--- src/sv/epid_pkg.sv ---
// ----------------------------------------------------------------------------
// epid_pkg: shared types and sizes for the extreme point engine
// Point sizes, score width, index width and the record that travels from the
// scoring front end through the queue to the selection back end.
// ----------------------------------------------------------------------------
package epid_pkg;

	localparam int DIMS        = 4;
	localparam int MAX_POINTS  = 65536;
	localparam int COORD_BITS  = 16;

	// Port widths fixed by the interface.
	localparam int INDEX_W     = 16;
	localparam int SCORE_OUT_W = 33;

	// Position counter, saturating at MAX_POINTS-1.
	localparam int IDX_BITS    = (MAX_POINTS > 2) ? $clog2(MAX_POINTS) : 1;

	// Exact width of a sum of DIMS signed products.
	localparam int PROD_BITS   = 2 * COORD_BITS;
	localparam int SCORE_BITS  = PROD_BITS + ((DIMS > 1) ? $clog2(DIMS) : 0);

	// Configuration index: one extra bit so that writes past the list are seen
	// and dropped.
	localparam int DIR_SEL_W   = (DIMS > 1) ? $clog2(DIMS) : 1;
	localparam int CFG_INDEX_W = DIR_SEL_W + 1;

	// Depth of the queue between front and back ends.
	localparam int QDEPTH      = 4;
	localparam int QPTR_W      = $clog2(QDEPTH);

	typedef logic signed [COORD_BITS-1:0] coord_t;
	typedef coord_t [DIMS-1:0]            coord_vec_t;
	typedef logic signed [PROD_BITS-1:0]  prod_t;
	typedef logic signed [SCORE_BITS-1:0] score_t;
	typedef logic [IDX_BITS-1:0]          pidx_t;

	// One scored point on its way to selection.
	typedef struct packed {
		score_t     score;
		pidx_t      idx;
		logic       first;
		logic       last;
		coord_vec_t coords;
	} epid_entry_t;

endpackage

--- src/sv/epid_front.sv ---
// ----------------------------------------------------------------------------
// epid_front: direction registers, point intake and scoring
// Holds the direction vector, numbers each accepted point, forms the DIMS
// products in one registered stage and hands the summed score to the queue.
// ----------------------------------------------------------------------------
module epid_front
	import epid_pkg::*;
(
	input  logic                   clk,
	input  logic                   arst_n,
	input  logic                   cfg_wen,
	input  logic [CFG_INDEX_W-1:0] cfg_index,
	input  logic [COORD_BITS-1:0]  cfg_data,
	input  logic                   in_valid,
	output logic                   in_ready,
	input  coord_vec_t             in_coords,
	input  logic                   in_last,
	output logic                   q_wr_valid,
	input  logic                   q_wr_ready,
	output epid_entry_t            q_wr_data
);

	coord_t     dir_q [DIMS];
	pidx_t      cnt_q;
	logic       valid_s1;
	prod_t      prod_s1 [DIMS];
	coord_vec_t coord_s1;
	pidx_t      idx_s1;
	logic       first_s1;
	logic       last_s1;
	logic       accept;
	score_t     sum;

	assign in_ready = !valid_s1 || q_wr_ready;
	assign accept   = in_valid && in_ready;

	always_ff @(posedge clk or negedge arst_n) begin
		if (!arst_n) begin
			for (int k = 0; k < DIMS; k++) begin
				dir_q[k] <= '0;
			end
		end else if (cfg_wen && (cfg_index < CFG_INDEX_W'(DIMS))) begin
			dir_q[cfg_index[DIR_SEL_W-1:0]] <= cfg_data;
		end
	end

	// Position of the next point; saturates and restarts after the last one.
	always_ff @(posedge clk or negedge arst_n) begin
		if (!arst_n) begin
			cnt_q    <= '0;
			valid_s1 <= 1'b0;
		end else begin
			if (accept) begin
				if (in_last) begin
					cnt_q <= '0;
				end else if (cnt_q < IDX_BITS'(MAX_POINTS - 1)) begin
					cnt_q <= cnt_q + 1'b1;
				end
			end
			if (in_ready) begin
				valid_s1 <= in_valid;
			end
		end
	end

	always_ff @(posedge clk) begin
		if (accept) begin
			for (int k = 0; k < DIMS; k++) begin
				prod_s1[k] <= in_coords[k] * dir_q[k];
			end
			coord_s1 <= in_coords;
			idx_s1   <= cnt_q;
			first_s1 <= (cnt_q == '0);
			last_s1  <= in_last;
		end
	end

	always_comb begin
		sum = '0;
		for (int k = 0; k < DIMS; k++) begin
			sum = sum + score_t'(prod_s1[k]);
		end
	end

	assign q_wr_valid       = valid_s1;
	assign q_wr_data.score  = sum;
	assign q_wr_data.idx    = idx_s1;
	assign q_wr_data.first  = first_s1;
	assign q_wr_data.last   = last_s1;
	assign q_wr_data.coords = coord_s1;

endmodule

--- src/sv/epid_queue.sv ---
// ----------------------------------------------------------------------------
// epid_queue: short FIFO between scoring and selection
// Holds up to QDEPTH scored points so either side can stall on its own.
// ----------------------------------------------------------------------------
module epid_queue
	import epid_pkg::*;
(
	input  logic        clk,
	input  logic        arst_n,
	input  logic        wr_valid,
	output logic        wr_ready,
	input  epid_entry_t wr_data,
	output logic        rd_valid,
	input  logic        rd_ready,
	output epid_entry_t rd_data
);

	epid_entry_t       mem_q [QDEPTH];
	logic [QPTR_W-1:0] wr_ptr_q;
	logic [QPTR_W-1:0] rd_ptr_q;
	logic [QPTR_W:0]   count_q;
	logic              push;
	logic              pop;

	assign wr_ready = (count_q != (QPTR_W + 1)'(QDEPTH));
	assign rd_valid = (count_q != '0);
	assign rd_data  = mem_q[rd_ptr_q];
	assign push     = wr_valid && wr_ready;
	assign pop      = rd_valid && rd_ready;

	always_ff @(posedge clk or negedge arst_n) begin
		if (!arst_n) begin
			wr_ptr_q <= '0;
			rd_ptr_q <= '0;
			count_q  <= '0;
		end else begin
			if (push) begin
				wr_ptr_q <= wr_ptr_q + 1'b1;
			end
			if (pop) begin
				rd_ptr_q <= rd_ptr_q + 1'b1;
			end
			if (push && !pop) begin
				count_q <= count_q + 1'b1;
			end else if (pop && !push) begin
				count_q <= count_q - 1'b1;
			end
		end
	end

	always_ff @(posedge clk) begin
		if (push) begin
			mem_q[wr_ptr_q] <= wr_data;
		end
	end

endmodule

--- src/sv/epid_back.sv ---
// ----------------------------------------------------------------------------
// epid_back: running best selection and result register
// Compares each scored point against the held best, keeps the winner and, on
// the last point of a set, loads the result register and clears for the next.
// ----------------------------------------------------------------------------
module epid_back
	import epid_pkg::*;
(
	input  logic                   clk,
	input  logic                   arst_n,
	input  logic                   q_rd_valid,
	output logic                   q_rd_ready,
	input  epid_entry_t            q_rd_data,
	output logic                   out_valid,
	input  logic                   out_ready,
	output logic [INDEX_W-1:0]     out_index,
	output logic [SCORE_OUT_W-1:0] out_score,
	output coord_vec_t             out_coords
);

	score_t                 best_q;
	pidx_t                  best_idx_q;
	coord_vec_t             best_coord_q;
	logic                   out_valid_q;
	logic [INDEX_W-1:0]     out_index_q;
	logic [SCORE_OUT_W-1:0] out_score_q;
	coord_vec_t             out_coord_q;
	logic                   pop;
	logic                   better;
	score_t                 nxt_best;
	pidx_t                  nxt_idx;
	coord_vec_t             nxt_coord;

	// A point that ends no set can always be folded in; a last point needs
	// room in the result register.
	assign q_rd_ready = !q_rd_data.last || !out_valid_q || out_ready;
	assign pop        = q_rd_valid && q_rd_ready;

	always_comb begin
		better    = (q_rd_data.score > best_q);
		nxt_best  = better ? q_rd_data.score : best_q;
		nxt_idx   = better ? q_rd_data.idx : best_idx_q;
		nxt_coord = (better || q_rd_data.first) ? q_rd_data.coords : best_coord_q;
	end

	always_ff @(posedge clk or negedge arst_n) begin
		if (!arst_n) begin
			best_q      <= '0;
			best_idx_q  <= '0;
			out_valid_q <= 1'b0;
		end else begin
			if (pop) begin
				if (q_rd_data.last) begin
					best_q     <= '0;
					best_idx_q <= '0;
				end else begin
					best_q     <= nxt_best;
					best_idx_q <= nxt_idx;
				end
			end
			if (pop && q_rd_data.last) begin
				out_valid_q <= 1'b1;
			end else if (out_ready) begin
				out_valid_q <= 1'b0;
			end
		end
	end

	always_ff @(posedge clk) begin
		if (pop) begin
			best_coord_q <= nxt_coord;
			if (q_rd_data.last) begin
				out_index_q <= INDEX_W'(nxt_idx);
				out_score_q <= SCORE_OUT_W'(nxt_best);
				out_coord_q <= nxt_coord;
			end
		end
	end

	assign out_valid  = out_valid_q;
	assign out_index  = out_index_q;
	assign out_score  = out_score_q;
	assign out_coords = out_coord_q;

endmodule

--- src/sv/extreme_point_in_direction_top.sv ---
// ----------------------------------------------------------------------------
// extreme_point_in_direction_top: support point of a streamed point set
// Scores each point against a programmed direction and reports the point with
// the largest dot product when the last point of a set arrives.
// ----------------------------------------------------------------------------
// The block takes one point per clock cycle, sustained, as long as results are
// taken when offered. Each request carries DIMS signed Q1.14 coordinates and a
// last_point flag. The front end multiplies the point by the direction vector
// (dir_0..dir_3, written through cfg_wen/cfg_index/cfg_data while the block is
// idle) in one registered stage and pushes the exact Q5.28 score into a
// four-entry queue. The back end pops one scored point per cycle (a last point
// only while the result register has room), keeps the running best (starting
// at zero with index 0; only a strictly greater score replaces it, so with no
// positive score the first point of the set wins) and, on the last point, loads
// the result register and clears for the next set. A result is offered once its
// last point has passed, in order, through the product register, the queue and
// the result register. While a result waits in the output register, points that
// do not end a set keep flowing; a second last point waits in the queue until the
// pending result is taken. Point positions saturate at MAX_POINTS-1, and writes
// to indexes past the direction list are dropped.
// ----------------------------------------------------------------------------
module extreme_point_in_direction_top
	import epid_pkg::*;
(
	input  logic                   clk,
	input  logic                   arst_n,
	input  logic                   cfg_wen,
	input  logic [CFG_INDEX_W-1:0] cfg_index,
	input  logic [COORD_BITS-1:0]  cfg_data,
	input  logic                   in_valid,
	output logic                   in_ready,
	input  logic signed [15:0]     coord_0,
	input  logic signed [15:0]     coord_1,
	input  logic signed [15:0]     coord_2,
	input  logic signed [15:0]     coord_3,
	input  logic                   last_point,
	output logic                   out_valid,
	input  logic                   out_ready,
	output logic [15:0]            best_index,
	output logic [32:0]            best_score,
	output logic signed [15:0]     best_coord_0,
	output logic signed [15:0]     best_coord_1,
	output logic signed [15:0]     best_coord_2,
	output logic signed [15:0]     best_coord_3
);

	coord_vec_t  in_coords;
	coord_vec_t  out_coords;
	logic        q_wr_valid;
	logic        q_wr_ready;
	epid_entry_t q_wr_data;
	logic        q_rd_valid;
	logic        q_rd_ready;
	epid_entry_t q_rd_data;

	assign in_coords[0] = coord_0;
	assign in_coords[1] = coord_1;
	assign in_coords[2] = coord_2;
	assign in_coords[3] = coord_3;

	// Front end: direction registers, point numbering and products.
	epid_front u_front (
		.clk        (clk),
		.arst_n     (arst_n),
		.cfg_wen    (cfg_wen),
		.cfg_index  (cfg_index),
		.cfg_data   (cfg_data),
		.in_valid   (in_valid),
		.in_ready   (in_ready),
		.in_coords  (in_coords),
		.in_last    (last_point),
		.q_wr_valid (q_wr_valid),
		.q_wr_ready (q_wr_ready),
		.q_wr_data  (q_wr_data)
	);

	// Decoupling queue between scoring and selection.
	epid_queue u_queue (
		.clk      (clk),
		.arst_n   (arst_n),
		.wr_valid (q_wr_valid),
		.wr_ready (q_wr_ready),
		.wr_data  (q_wr_data),
		.rd_valid (q_rd_valid),
		.rd_ready (q_rd_ready),
		.rd_data  (q_rd_data)
	);

	// Back end: running best and result register.
	epid_back u_back (
		.clk        (clk),
		.arst_n     (arst_n),
		.q_rd_valid (q_rd_valid),
		.q_rd_ready (q_rd_ready),
		.q_rd_data  (q_rd_data),
		.out_valid  (out_valid),
		.out_ready  (out_ready),
		.out_index  (best_index),
		.out_score  (best_score),
		.out_coords (out_coords)
	);

	assign best_coord_0 = out_coords[0];
	assign best_coord_1 = out_coords[1];
	assign best_coord_2 = out_coords[2];
	assign best_coord_3 = out_coords[3];

endmodule

--- config.mk ---
export PLATFORM = sky130hd
export DESIGN_NAME = extreme_point_in_direction_top
export DESIGN_NICKNAME = d
export VERILOG_FILES = /design/src/sv/epid_pkg.sv /design/src/sv/epid_front.sv /design/src/sv/epid_queue.sv /design/src/sv/epid_back.sv /design/src/sv/extreme_point_in_direction_top.sv
export SDC_FILE = /design/constraint.sdc
export NUM_CORES = 2
export LEC_CHECK = 0
export BUFFER_PORTS_ARGS = -buffer_cell sky130_fd_sc_hd__buf_4
export CORE_ASPECT_RATIO = 1.25
export CORE_UTILIZATION = 55
export DETAILED_ROUTE_END_ITERATION = 8
export PLACE_DENSITY = 0.72
export SYNTH_ARGS = -nofsm -noshare
export SYNTH_HDL_FRONTEND = slang
export SYNTH_HIERARCHICAL = 1
export SYNTH_SLANG_ARGS = --single-unit
--- constraint.sdc ---
create_clock -name clk -period 8.1 [get_ports clk]
set_input_delay 1.215 -clock clk [delete_from_list [all_inputs] [get_ports clk]]
set_output_delay 1.215 -clock clk [all_outputs]
set_load 0.05 [all_outputs]
-- Word level (Yosys, flattened, before mapping)
Memories as Yosys holds them, arrays and structs flattened.
Cells that the tools add are included.
- memories kept: 2
- output and inout port bits: 115
- input port bits: 89
- memory bits (writable): 592
- word-level logic and storage cells: 95
- bits in registers: 398
- $add $sub $neg: 8
- magnitude comparators: 5
- reductions and logical operators: 26
- muxes and demuxes: 18
- $mul: 4
- eq/ne operators: 1
- bitwise gates (word level): 1
- memory list (name ; depth ; bits a word ; rd ports ; clocked after Yosys merged registers in ; write ports ; line ; source):
    u_queue.mem_q ; 4 ; 116 ; 1 ; 0 ; 1 ; epid_queue.sv:18 ; epid_entry_t mem_q [QDEPTH];
    u_front.prod_s1 ; 4 ; 32 ; 4 ; 0 ; 4 ; epid_front.sv:26 ; prod_t prod_s1 [DIMS];
- operator list (kind ; count):
    16-bit by 16-bit multiplier with 32-bit output ; 4
    16-bit two-way mux ; 5
    34-bit two-way mux ; 2
    64-bit bitwise mux ; 1
    64-bit two-way mux ; 1
    33-bit by 32-bit adder with 34-bit output ; 1
    34-bit by 32-bit adder with 34-bit output ; 1
    34-bit greater-than comparator ; 1
    32-bit by 32-bit adder with 33-bit output ; 1
    16-bit demux with 2-bit select ; 1
    16-bit by 1-bit adder with 16-bit output, second input constant ; 1
    16-bit zero test ; 1
    16-bit < comparator, second input constant ; 1
    1-bit logical AND ; 8
    2-bit nonzero test ; 4
    1-bit two-way mux ; 6
    3-bit two-way mux ; 2
    2-bit AND reduction ; 3
    1-bit zero test ; 5
    2-bit by 1-bit adder with 2-bit output, second input constant ; 2
    1-bit logical OR ; 4
    3-bit by 1-bit adder with 3-bit output, second input constant ; 1
    3-bit greater-or-equal comparator, second input constant ; 1
    3-bit by 1-bit < comparator with 1-bit output, second input constant ; 1
    5 further kinds ; 5

-- Depth between registers and ports, before layout
An unclocked memory read counts as a cell.
- depth after elaboration: 8
- gate-level depth with buffers: 25
- mapped depth without buffers: 23

-- Cells and area by module
Netlist, hierarchy kept.
- by module, submodules not included (module ; instances ; seq. area each (um2) ; area each (um2) ; cells an instance):
    epid_front ; 1 ; 8333.0 ; 51451.8 ; 5020
    epid_queue ; 1 ; 14108.5 ; 17101.4 ; 641
    epid_back ; 1 ; 6591.3 ; 9998.3 ; 599

-- Worst setup path after synthesis
Ideal clock, no wire load.
- kind: input-to-reg
- from: input port in_valid
- to: register u_front.cnt_q[9]
- setup slack: 0.110 ns
- path buffers: 0
- required time: 7.968 ns
- arrival: 7.858 ns
- stages: 6
- library setup time: 0.132 ns
- path through: and2_1 > o41ai_4 > nor3_1 > nand3_1 > xor2_1 > nor2_1
- cells in the longest elaborated chain, start to end: 2
- ends and longest elaborated chain (element ; line ; source):
    from (decl) ; extreme_point_in_direction_top.sv:30 ; input logic in_valid,
    1-bit logical AND ; epid_front.sv:35 ; assign accept = in_valid && in_ready;
    2-bit AND reduction (no source line) ; - ;
    to (signal assigned) ; epid_front.sv:57 ; cnt_q <= cnt_q + 1'b1;
    to (decl) ; epid_front.sv:24 ; pidx_t cnt_q;
Every way passes these cells.
A chain may end at the register's enable or synchronous reset.

==> flow_summary.yaml <==
routing:
  routed.top_layer: "met5"
  drt-total-wl_um: 178000
  ant_nets: 0
  initialDrtViolationCount: 3092
  drc: 0
  via_per_inst: 5.61
  routedLengthMet1_um: 69500
  wl_met3_um: 9320
  wl_met2_um: 89700
  drtPass1Iterations: 6
  via_count: 46800
  routedWlPerCell_um: 21.3
critical_path:
  worst-setup-path-type: "register to register"
  crit_path_max_incr_delay_ns: 0.70
  crit_chain: "and2_1, fa_1, inv_1, fa_1, inv_1, fa_1, fa_1, fa_1, inv_1, fa_1, inv_1, ha_1, and4_1, nand4_1, or4_1, a31oi_1, o211ai_1, a21o_1, a211oi_1"
  worstPathMaxFanout: 17
  critPathRequiredTime_ns: 8.62
  cp_common_cell: "fa_1"
  crit_path_end_kind: "register"
  crit_path_start_kind: "register"
  slowest_stage: "dfrtp_1"
  arrival_ns: 7.27
synth:
  ys_seq_area_frac: 0.370
  synth_area_mm2: 0.0786
  yosys.area.top_type_share: 0.325
  synth_edf_count: 851
  synth_cells: 6260
  synth_flop_cell: "edfxtp_1"
  yosys-top-cells-area: "edfxtp_1 33%, fa_1 28%, ha_1 6.4%"
  ys.warnings.count: 6
  yosys_register_bits: 990
  yosysTopAreaCell: "edfxtp_1"
  syn_area_per_cell_um2: 12.5
  synth_cell_types: 78
  synthArstFlopShare: 0.140
  synth_fp_nets: 7865
layout:
  final_cell_mix: "1226 x inv_1, 1114 x fa_1, 851 x edfxtp_1"
  nFillCells: 11100
  fin_nets: 7995
  multi_input_area_mm2: 0.0441
  layout.area.seq_mm2: 0.0290
  final_common_cell: "inv_1"
  area_growth_pct: 8.46
  drive_gt1_frac: 0.109
placement:
  hpwl_um: 133000
  gp_congestion: 0.902
  portBuffers: 203
global_route:
  grt_overflow: 0
  antenna_found_initial: 9
  grt_max_degree: 98
  grt_pass1_vias: 51200
  grt_pass1_wl_um: 283000
  track_usage: 0.256
clock_tree:
  cts_resized: 0
  tritoncts: "done"
  cts_buffers: 94
  clkTransAtPathRegs_ns: 0.06
  htree_levels: 3
  clk-insertion-delay-late_ns: 0.71
  post-cts-setup-buffer-count: 0
  cts_sinks: 990
  clock_path_buffers: 3
  cts_hold_buffers: 0
  root_buffer: "clkbuf_16"
worst_hold_path:
  hp-class: "register to register"
sta:
  max_freq_ghz: 0.148
  tightestPinTransition_ns: 1.13
  hold_viol_final: 0
  post-route-min-period_ns: 6.75
  period_share: 0.834
  setup_violations: 0
  tns_ns: 0
  skew_ns: 0.0255
  max-slew-margin-rel: 0.247
  rsz0062_at_grt: "no"
  slew_viol_final: 0
run:
  cap_violations: 0
floorplanning:
  num_io_pins: 204
  dieArea_mm2: 0.144
  die_h_um: 425
  die_x_um: 340
  coreArea_mm2: 0.141
  start_util: 0.555
  placementRows: 154
status:
  status: "complete, no violations"
[flip-flops by register name, indices dropped and copies added (netlist names)]
signal and count:
u_back/best_coord_q 64, u_back/best_idx_q 16, u_back/best_q 34, u_back/out_coords 64, u_back/out_index 16, u_back/out_score 33
u_back/out_valid 1, u_front/cnt_q 16, u_front/dir_q 64, u_front/first_s1 1, u_front/idx_s1 16, u_front/last_s1 1
u_front/prod_s1 128, u_front/q_wr_data 64, u_front/q_wr_valid 1, u_queue/count_q 3, u_queue/mem_q 464, u_queue/rd_ptr_q 2
u_queue/wr_ptr_q 2
[critical path, delay by kind of cell (launching register included)]
kind,cells,cell delay (ns)
flops,1,0.70
buf+inv,4,0.19
compound gates,4,0.91
fa+ha+maj,7,3.44
simple gates,4,1.30
[through the flow]
| stage | hold WS (ns) | area [um2] | worst slack (ns) | instances | utilization |
|---|---|---|---|---|---|
| floorplan | 0.459 | 78600 | 0.110 | 6260 | - |
| global placement | 0.468 | 81900 | 0.810 | 8166 | 0.579 |
| CTS | 0.490 | 85200 | 1.41 | 8341 | 0.602 |
| detailed placement | 0.482 | 81900 | 0.732 | 8166 | 0.579 |
| global route | 0.505 | 85200 | 0.983 | 8343 | 0.602 |
| finish | 0.491 | 85200 | 1.35 | 8345 | 0.602 |
[area by class of cell]
cell class,instances,share of cell area
multi-input combinational,3841,0.517
sequential,990,0.341
inverter,1227,0.0541
antenna,4,0.000117
clock inverter,49,0.00871
tap,1872,0.0275
clock buffer,126,0.0302
timing repair buffer,236,0.0211
[cells in the mapped netlist, types with 21 or more instances]
master / count
o21ai_0: 59
clkbuf_1: 155
buf_2: 30
nand2_1: 550
mux2_4: 60
xor2_1: 49
mux2_2: 114
nor2_1: 114
ha_1: 402
inv_1: 1227
a22o_1: 34
a21o_1: 55
a21oi_1: 125
mux4_2: 116
xnor2_1: 143
dfrtp_1: 139
and2_1: 512
nor3_1: 31
nand4_1: 21
o21bai_1: 25
nand3_1: 37
edfxtp_1: 851
fa_1: 1114
nand2b_1: 42
[worst paths after layout]
kind / cells after the start / endpoint / start / slack (ns)
worst max-delay path: 19 / u_front/prod_s1[3][31] / u_front/dir_q[10] / 1.35
worst min-delay path: 0 / u_queue/mem_q[1][48] / u_front/q_wr_data[48] / 0.49
worst max register to register: 19 / u_front/prod_s1[3][31] / u_front/dir_q[10] / 1.35
worst min register to register: 0 / u_queue/mem_q[1][48] / u_front/q_wr_data[48] / 0.49
max in group asynchronous: 2 / u_front/dir_q[30] / arst_n / 6.18
min in group asynchronous: 1 / u_back/best_idx_q[0] / arst_n / 0.66
[metal layers]
metal  vias up  global-route usage
met5         -                   0
met4         2               0.127
met3       353              0.0281
met2      1487               0.440
met1     24500               0.323
li1      20500                   -
[kinds of logic after synthesis]
group / synth area share
multiplexers: 0.0613
flip-flops: 0.370
AND/OR/NAND/NOR: 0.0880
buffers and inverters: 0.0699
XOR/XNOR: 0.0214
AO/OA/AOI/OAI: 0.0419
adder cells (fa/ha/maj): 0.348
Power is left out: the tool's default activity adds up to more than one toggle a clock period on the data nets, which glitch-free logic cannot reach.
